File: config.mk
export PLATFORM = sky130hd
export DESIGN_NAME = peer_table_with_liveness
export DESIGN_NICKNAME = d
export VERILOG_FILES = /design/src/hdl/ptl_pkg.sv /design/src/hdl/ptl_mem.sv /design/src/hdl/peer_table_with_liveness.sv
export SDC_FILE = /design/constraint.sdc
export NUM_CORES = 2
export LEC_CHECK = 0
export BUFFER_PORTS_ARGS = -buffer_cell sky130_fd_sc_hd__buf_4
export CAP_MARGIN = 20
export CORE_ASPECT_RATIO = 0.75
export CORE_UTILIZATION = 25
export DETAILED_ROUTE_END_ITERATION = 8
export PLACE_DENSITY = 0.5
export SYNTH_ARGS = -nofsm -noshare
export SYNTH_HDL_FRONTEND = slang
export SYNTH_SLANG_ARGS = --single-unit
export TNS_END_PERCENT = 20
File: constraint.sdc
create_clock -name clk_i -period 55.5 [get_ports clk_i]
set_input_delay 2.775 -clock clk_i [delete_from_list [all_inputs] [get_ports clk_i]]
set_output_delay 2.775 -clock clk_i [all_outputs]
set_load 0.01 [all_outputs]
File: src/hdl/ptl_pkg.sv
`default_nettype none
package ptl_pkg;

  typedef enum logic [1:0] {
    FUNC_HANDSHAKE = 2'd0,
    FUNC_DATA      = 2'd1,
    FUNC_TICK      = 2'd2,
    FUNC_NONE      = 2'd3
  } func_e;

  typedef enum logic [2:0] {
    EV_HS_OK     = 3'd0,
    EV_FULL      = 3'd1,
    EV_DATA_OK   = 3'd2,
    EV_UNKNOWN   = 3'd3,
    EV_TICK_ACT  = 3'd4,
    EV_TICK_DONE = 3'd5
  } event_e;

  localparam logic [1:0] REG_HB_ENABLE   = 2'd0;
  localparam logic [1:0] REG_HB_INTERVAL = 2'd1;
  localparam logic [1:0] REG_TIMEOUT     = 2'd2;

  typedef struct packed {
    logic [1:0]  func;
    logic [47:0] peer_mac;
    logic [31:0] source_ip;
    logic [15:0] source_port;
    logic [3:0]  granted_id;
    logic        id_available;
    logic [31:0] now_ms;
  } in_word_t;

  typedef struct packed {
    logic [2:0]  event_res;
    logic [3:0]  slot;
    logic [3:0]  tracker_id;
    logic [31:0] dest_ip;
    logic [15:0] dest_port;
    logic        send_heartbeat;
    logic [63:0] heartbeat_seq;
    logic        went_online;
    logic        went_offline;
    logic        is_new;
    logic        last;
  } out_word_t;

  // one table entry as held in memory
  typedef struct packed {
    logic [3:0]  tracker_id;
    logic [47:0] mac;
    logic [31:0] ip;
    logic [15:0] port;
    logic [31:0] last_hb;
    logic [31:0] last_seen;
  } entry_t;

  typedef enum logic [2:0] {
    ST_IDLE,
    ST_SCAN,
    ST_DECIDE,
    ST_READ,
    ST_UPDATE,
    ST_OUT
  } state_e;

  // signed elapsed time reached the limit
  function automatic logic reached(input logic [31:0] now, input logic [31:0] then_t,
                                   input logic [15:0] limit);
    logic [31:0] diff;
    diff = now - then_t;
    return !diff[31] && (diff >= {16'd0, limit});
  endfunction

endpackage
`default_nettype wire

File: src/hdl/ptl_mem.sv
`default_nettype none
module ptl_mem
  import ptl_pkg::*;
#(
  parameter int unsigned Depth = 16,
  localparam int unsigned Aw = (Depth > 1) ? $clog2(Depth) : 1
) (
  input  wire logic          clk_i,
  input  wire logic          we_i,
  input  wire logic [Aw-1:0] waddr_i,
  input  wire entry_t        wdata_i,
  input  wire logic [Aw-1:0] raddr_i,
  output entry_t             rdata_o
);

  entry_t mem_q [Depth];

  // one write, one registered read
  always_ff @(posedge clk_i) begin
    if (we_i) mem_q[waddr_i] <= wdata_i;
    rdata_o <= mem_q[raddr_i];
  end

endmodule
`default_nettype wire

File: src/hdl/peer_table_with_liveness.sv
`default_nettype none
// A handshake or data word that finds its slot passes scan, decide, read and update; a new
// entry passes scan, decide and update; table full or unknown source pass scan, decide, out.
// A tick checks one slot per cycle while no output stall holds a parked word; each action
// word leaves once the next action is found, and its final word leaves from the out state.
// One word at a time: input is stalled until the block is idle again. Output stalls add waits.
// Reset: valid/online flags, sequence counter and control clear at once; registers go to
// enable 1, interval 1000, timeout 5000. No clearing pass.
module peer_table_with_liveness
  import ptl_pkg::*;
#(
  parameter int unsigned MAX_PEERS = 16
) (
  input  wire logic      clk_i,
  input  wire logic      rst_ni,
  input  wire logic      in_valid_i,
  output logic           in_stall_o,
  input  wire in_word_t  in_data_i,
  output logic           out_valid_o,
  input  wire logic      out_stall_i,
  output out_word_t      out_data_o,
  input  wire logic      cfg_we_i,
  input  wire logic [1:0]  cfg_index_i,
  input  wire logic [15:0] cfg_data_i
);

  localparam int unsigned Aw = (MAX_PEERS > 1) ? $clog2(MAX_PEERS) : 1;
  localparam int unsigned Cw = $clog2(MAX_PEERS + 1);

  state_e state_q, state_d;
  in_word_t  req_q;
  out_word_t res_q, res_d;
  logic          res_valid_q, res_valid_d;
  logic [MAX_PEERS-1:0] used_q, used_d, conn_q, conn_d;
  logic [63:0] seq_q, seq_d;
  logic [Cw-1:0] cnt_q, cnt_d;      // scan position, one past the slot being checked
  logic [Aw-1:0] hit_q, hit_d, free_q, free_d;
  logic hit_ok_q, hit_ok_d, free_ok_q, free_ok_d;
  logic          hb_en_q;
  logic [15:0]   hb_int_q, tmo_q;

  // parked tick action word, released when a later one is found or at walk end
  out_word_t pend_q, pend_d;
  logic      pend_valid_q, pend_valid_d;

  logic          mem_we;
  logic [Aw-1:0] mem_waddr, mem_raddr;
  entry_t        mem_wdata, mem_rdata;

  ptl_mem #(.Depth(MAX_PEERS)) u_mem (
    .clk_i  (clk_i),
    .we_i   (mem_we),
    .waddr_i(mem_waddr),
    .wdata_i(mem_wdata),
    .raddr_i(mem_raddr),
    .rdata_o(mem_rdata)
  );

  // configuration registers
  always_ff @(posedge clk_i or negedge rst_ni) begin
    if (!rst_ni) begin
      hb_en_q  <= 1'b1;
      hb_int_q <= 16'd1000;
      tmo_q    <= 16'd5000;
    end else if (cfg_we_i) begin
      case (cfg_index_i)
        REG_HB_ENABLE:   hb_en_q  <= cfg_data_i[0];
        REG_HB_INTERVAL: hb_int_q <= cfg_data_i;
        REG_TIMEOUT:     tmo_q    <= cfg_data_i;
        default: ;
      endcase
    end
  end

  assign in_stall_o  = (state_q != ST_IDLE);
  assign out_valid_o = res_valid_q;
  assign out_data_o  = res_q;

  logic [Aw-1:0] prev_slot;
  logic          scan_last;
  logic          hb, off;
  assign prev_slot = Aw'(cnt_q - Cw'(1));
  assign scan_last = (cnt_q == Cw'(MAX_PEERS));

  always_comb begin
    state_d = state_q;
    res_d = res_q;
    res_valid_d = res_valid_q;
    used_d = used_q;
    conn_d = conn_q;
    seq_d = seq_q;
    cnt_d = cnt_q;
    hit_d = hit_q;
    hit_ok_d = hit_ok_q;
    free_d = free_q;
    free_ok_d = free_ok_q;
    pend_d = pend_q;
    pend_valid_d = pend_valid_q;
    mem_we = 1'b0;
    mem_waddr = hit_q;
    mem_wdata = mem_rdata;
    mem_raddr = Aw'(cnt_q);
    hb = 1'b0;
    off = 1'b0;
    if (res_valid_q && !out_stall_i) res_valid_d = 1'b0;
    case (state_q)
      ST_IDLE: begin
        cnt_d = '0;
        hit_ok_d = 1'b0;
        free_ok_d = 1'b0;
        pend_valid_d = 1'b0;
        mem_raddr = '0;
        if (in_valid_i && (in_data_i.func != FUNC_NONE)) begin
          cnt_d = Cw'(1);
          state_d = ST_SCAN;
        end
      end
      // search or walk: memory data belongs to slot cnt_q-1
      ST_SCAN: begin
        if (req_q.func == FUNC_TICK) begin
          if (used_q[prev_slot]) begin
            hb = hb_en_q && reached(req_q.now_ms, mem_rdata.last_hb, hb_int_q);
            off = conn_q[prev_slot] && reached(req_q.now_ms, mem_rdata.last_seen, tmo_q);
          end
          if ((hb || off) && pend_valid_q && res_valid_q && out_stall_i) begin
            // parked word cannot leave yet: keep this slot's data
            mem_raddr = prev_slot;
          end else begin
            if (hb || off) begin
              mem_we = 1'b1;
              mem_waddr = prev_slot;
              if (hb) begin
                mem_wdata.last_hb = req_q.now_ms;
                seq_d = seq_q + 64'd1;
              end
              if (off) conn_d[prev_slot] = 1'b0;
              if (pend_valid_q) begin
                res_d = pend_q;
                res_valid_d = 1'b1;
              end
              pend_d = '0;
              pend_d.event_res = EV_TICK_ACT;
              pend_d.slot = 4'(prev_slot);
              pend_d.tracker_id = mem_rdata.tracker_id;
              pend_d.dest_ip = mem_rdata.ip;
              pend_d.dest_port = mem_rdata.port;
              pend_d.send_heartbeat = hb;
              pend_d.heartbeat_seq = hb ? seq_q : 64'd0;
              pend_d.went_offline = off;
              pend_valid_d = 1'b1;
            end
            if (scan_last) state_d = ST_OUT;
            else cnt_d = cnt_q + Cw'(1);
          end
        end else begin
          if (!hit_ok_q && used_q[prev_slot] &&
              ((req_q.func == FUNC_HANDSHAKE && mem_rdata.mac == req_q.peer_mac) ||
               (req_q.func == FUNC_DATA && mem_rdata.ip == req_q.source_ip))) begin
            hit_ok_d = 1'b1;
            hit_d = prev_slot;
          end
          if (!free_ok_q && !used_q[prev_slot]) begin
            free_ok_d = 1'b1;
            free_d = prev_slot;
          end
          if (scan_last) state_d = ST_DECIDE;
          else cnt_d = cnt_q + Cw'(1);
        end
      end
      ST_DECIDE: begin
        mem_raddr = hit_q;
        if (hit_ok_q) state_d = ST_READ;
        else if (req_q.func == FUNC_HANDSHAKE && req_q.id_available && free_ok_q) begin
          hit_d = free_q;
          state_d = ST_UPDATE;
        end else state_d = ST_OUT;
      end
      ST_READ: begin
        mem_raddr = hit_q;
        state_d = ST_UPDATE;
      end
      // update the found or claimed slot and emit its word
      ST_UPDATE: begin
        mem_raddr = hit_q;
        if (!res_valid_q || !out_stall_i) begin
          res_d = '0;
          res_d.slot = 4'(hit_q);
          res_d.last = 1'b1;
          mem_we = 1'b1;
          res_valid_d = 1'b1;
          state_d = ST_IDLE;
          if (req_q.func == FUNC_HANDSHAKE) begin
            if (!hit_ok_q) begin
              mem_wdata.tracker_id = req_q.granted_id;
              mem_wdata.mac = req_q.peer_mac;
              used_d[hit_q] = 1'b1;
              res_d.is_new = 1'b1;
            end
            mem_wdata.ip = req_q.source_ip;
            mem_wdata.port = req_q.source_port;
            mem_wdata.last_hb = req_q.now_ms;
            mem_wdata.last_seen = req_q.now_ms;
            res_d.event_res = EV_HS_OK;
            res_d.tracker_id = hit_ok_q ? mem_rdata.tracker_id : req_q.granted_id;
            res_d.dest_ip = req_q.source_ip;
            res_d.dest_port = req_q.source_port;
            res_d.send_heartbeat = 1'b1;
            res_d.heartbeat_seq = seq_q;
            res_d.went_online = !(hit_ok_q && conn_q[hit_q]);
            seq_d = seq_q + 64'd1;
            conn_d[hit_q] = 1'b1;
          end else begin
            mem_wdata.last_seen = req_q.now_ms;
            res_d.event_res = EV_DATA_OK;
            res_d.tracker_id = mem_rdata.tracker_id;
            res_d.went_online = !conn_q[hit_q];
            conn_d[hit_q] = 1'b1;
          end
        end
      end
      ST_OUT: begin
        if (!res_valid_q || !out_stall_i) begin
          res_d = '0;
          res_valid_d = 1'b1;
          res_d.last = 1'b1;
          case (req_q.func)
            FUNC_HANDSHAKE: res_d.event_res = EV_FULL;
            FUNC_DATA:      res_d.event_res = EV_UNKNOWN;
            default:        res_d.event_res = EV_TICK_DONE;
          endcase
          if (req_q.func == FUNC_TICK && pend_valid_q) begin
            // flush parked tick word with last set
            res_d = pend_q;
            res_d.last = 1'b1;
          end
          state_d = ST_IDLE;
        end
      end
      default: state_d = ST_IDLE;
    endcase
  end

  always_ff @(posedge clk_i or negedge rst_ni) begin
    if (!rst_ni) begin
      state_q <= ST_IDLE;
      res_valid_q <= 1'b0;
      used_q <= '0;
      conn_q <= '0;
      seq_q <= '0;
      cnt_q <= '0;
      hit_ok_q <= 1'b0;
      free_ok_q <= 1'b0;
      pend_valid_q <= 1'b0;
    end else begin
      state_q <= state_d;
      res_valid_q <= res_valid_d;
      used_q <= used_d;
      conn_q <= conn_d;
      seq_q <= seq_d;
      cnt_q <= cnt_d;
      hit_ok_q <= hit_ok_d;
      free_ok_q <= free_ok_d;
      pend_valid_q <= pend_valid_d;
    end
  end

  always_ff @(posedge clk_i) begin
    res_q <= res_d;
    hit_q <= hit_d;
    free_q <= free_d;
    pend_q <= pend_d;
    if (state_q == ST_IDLE && in_valid_i) req_q <= in_data_i;
  end

`ifndef ASSERT_OFF
  a_conn_used: assert property (@(posedge clk_i) disable iff (!rst_ni)
    (conn_q & ~used_q) == '0) else $error("online slot not in use");
  a_busy_hold: assert property (@(posedge clk_i) disable iff (!rst_ni)
    (state_q != ST_IDLE) |-> in_stall_o) else $error("input taken while busy");
  a_seq_step: assert property (@(posedge clk_i) disable iff (!rst_ni)
    (seq_q != $past(seq_q)) |-> (seq_q == $past(seq_q) + 64'd1))
    else $error("sequence jumped");
`endif

endmodule
`default_nettype wire
==> impl_results.md <==
* Share of the clock period used by the worst path at 0.198
* Post-Syn Instances at 6993
* PostCTS Resize Cnt at 0
* Die area at 526000 um^2
* Synthesized area at 131000 um^2
* Final setup TNS at 0 ns
* Vias in the first global route at 70206
* First-pass GRT wire length at 528000 um
* Most common cell on crit path: buf_4
* Reg area at 97400 um^2
* Total GRT Usage at 0.137
* CP Max Fanout at 137
* Multi-input gate area at 31400 um^2
* WL/cell at 25.3 um
* Worst hold slack at 0.425 ns
* Largest family of logic cells by synthesized area: multiplexers
* Slowest cell on the critical path: nor4_2
* Antenna violations before repair at 35
* Starting Density at 0.252
* XOR/XNOR Fraction of Synth Area at 0.0116
* CTS tree: yes
* Root Driver: clkbuf_16
* DIE HEIGHT at 628 um
* Starting DRT DRC Count at 6595
* Placed cell count at 14022
* Via Count at 68641
* Synth Area in Adders at 0.00988
* Insertion delay of the later-clocked pin in the worst-skew pair at 0.98 ns
* Final Cell Area at 153000 um^2
* RSZ-0062 raised after global routing: no
* Tightest Pin Transition at 1.18 ns
* Yosys cell types at 91
* Post-synthesis mux area share at 0.124
* Synth Area in Compound Gates at 0.0437
* Total grt overflow at 0
* Hold Buf Count CTS at 0
* Final Slew Violations at 0
* Async S/R FF share, synth at 0.0424
* Area growth, synth to finish at 17.4%
* CP endpoint kind: flip-flop
* Post-Route WL at 372000 um
* Max Cap Viol at 0
* DR pass1 iterations at 8
* Antenna Nets Post-Route at 0
* # clock sinks at 3322
* Simple-gate share of the synthesized area at 0.0488
* Top_reg_cell synth: edfxtp_1
* Seq/Total Area, Yosys at 0.745
* Detailed-route vias per instance at 4.67
* Clk slew on worst S/H paths at 0.06 ns
* Htree depth at 5
* Relative slew slack at 0.216
* Setup Viol. Count Final at 0
* Achievable frequency at 91.2 MHz
* Status: complete, no violations
* Final min period at 10.96 ns
* Final Non-Filler Cells at 14692
* CP arrival at 11.74 ns
* Layout cells sized above 1 at 0.235
* Hold Fails Final Rpt at 0
* Largest net degree at the start of global routing at 138
* EDFF count, synth at 3017
* Final core occ at 0.295
* Number of I/O port buffers at 287
* CTS buffer count at 340
* Crit Path Category: reg2reg
* # rows at 229
* Yosys top cell area share at 0.693
* Nets at 7721
* PwrDens at 55.3 nW/um^2
* Count leader, synth: edfxtp_1
* # fillers at 50957
* FF+latch count, synth at 3322
* Warnings from Yosys at 0
* Routability congestion estimate from global placement at 0.823
* Most frequent cells after synthesis: edfxtp_1 (3017), mux4_2 (670), nand2_1 (466)
* Post-CTS Setup Inserts at 0
* CTS max path bufs at 4
* DP HPWL at 203000 um
* Post-Syn Nets at 7253
* Die width at 837 um
* Core area at 520000 um^2
* Startpoint types: flip-flop
* HP Class: reg2reg
* Largest cells by area after synthesis: edfxtp_1 (69%), mux4_2 (12%), dfxtp_1 (2.5%)
* DRC Markers at 0
* Placed Area at 142000 um^2
* Worst VDD drop at 59.6 uV
* Ports at 288
* Slowest Stage Delay on Critical Path at 0.86 ns
* Worst EP required at 56.28 ns
* Leakage at 49.9 nW
* Synth area leader: edfxtp_1
* Synthesized area per cell at 18.7 um^2
* Skew final at 0.0891 ns
-- placed cells by master (no fill, tap or decap), types with 141 or more instances in the layout --
cell / count
edfxtp_1: 3017
mux4_2: 670
nand2_1: 462
buf_4: 452
clkbuf_16: 345
nand3_1: 220
a21oi_1: 188
nand2b_1: 177
a22oi_1: 168
dfxtp_1: 164
nor2_1: 141
-- critical path: cells and delay by family, from the launching register on --
family,cells,cell delay (ns)
compound gates,13,3.30
simple gates,7,2.00
xor+xnor,1,0.16
fa+ha+maj,2,0.59
flops,1,0.49
buf+inv,5,3.41
mux,1,0.41
-- registers in the layout, indices dropped and copies added, names as in the netlist --
name,flops
pend_valid_q,1
hb_int_q,16
out_valid_o,1
conn_q,16
used_q,16
u_mem.rdata_o,164
free_q,4
seq_q,64
out_data_o,128
tmo_q,16
req_q,135
hb_en_q,1
pend_q,122
free_ok_q,1
hit_q,4
hit_ok_q,1
state_q,3
cnt_q,5
u_mem.mem_q,2624
-- area by class of cell --
type	instances	share of cell area
clock inverter	172	0.0136
tap	6930	0.0565
antenna	12	0.000196
sequential	3322	0.635
inverter	136	0.00333
timing repair buffer	482	0.0257
multi-input combinational	3179	0.205
clock buffer	459	0.0608
-- metal layers --
metal / up-vias / GRT usage / share of wire
li1: 29107 / - / -
met1: 36922 / 0.197 / 0.46
met2: 2090 / 0.217 / 0.46
met3: 496 / 0.0221 / 0.056
met4: 26 / 0.0315 / 0.022
met5: - / 0 / 0.00047
-- logic make-up after synthesis --
logic type	after synthesis
compound gates	829
xor+xnor	173
fa+ha+maj	102
buf+inv	492
flops	3322
mux	768
simple gates	1307
-- through the flow --
stage	setup slack (ns)	total power, mW
floorplan	34.13	5.29
global placement	44.61	6.11
detailed placement	44.59	6.17
CTS	44.55	8.54
global route	43.95	8.88
finish	44.54	8.48
-- power by group --
| part | internal (mW) | leakage [nW] | total, mW | switching, mW |
|---|---|---|---|---|
| Sequential | 3.33 | 30.6 | 3.47 | 0.144 |
| Clock | 1.35 | 5.54 | 2.35 | 1.00 |
| Combinational | 1.03 | 13.7 | 2.65 | 1.62 |
-- final timing paths --
check                      cells past startpoint  slack, ns                    endpoint                       from
setup / recovery                              29      44.54  u_mem.rdata_o[116]$_DFF_P_         req_q[3]$_DFFE_PP_
hold / removal                                 0       0.43        pend_q[84]$_DFFE_PP_  u_mem.rdata_o[79]$_DFF_P_
setup reg to reg                              29      44.54  u_mem.rdata_o[116]$_DFF_P_         req_q[3]$_DFFE_PP_
hold reg to reg                                0       0.43        pend_q[84]$_DFFE_PP_  u_mem.rdata_o[79]$_DFF_P_
max in group asynchronous                      2      52.08       tmo_q[13]$_DFFE_PN0P_                     rst_ni
min in group asynchronous                      1       1.88       seq_q[38]$_DFFE_PN0P_                     rst_ni
Power figures use the tool's default switching activity.
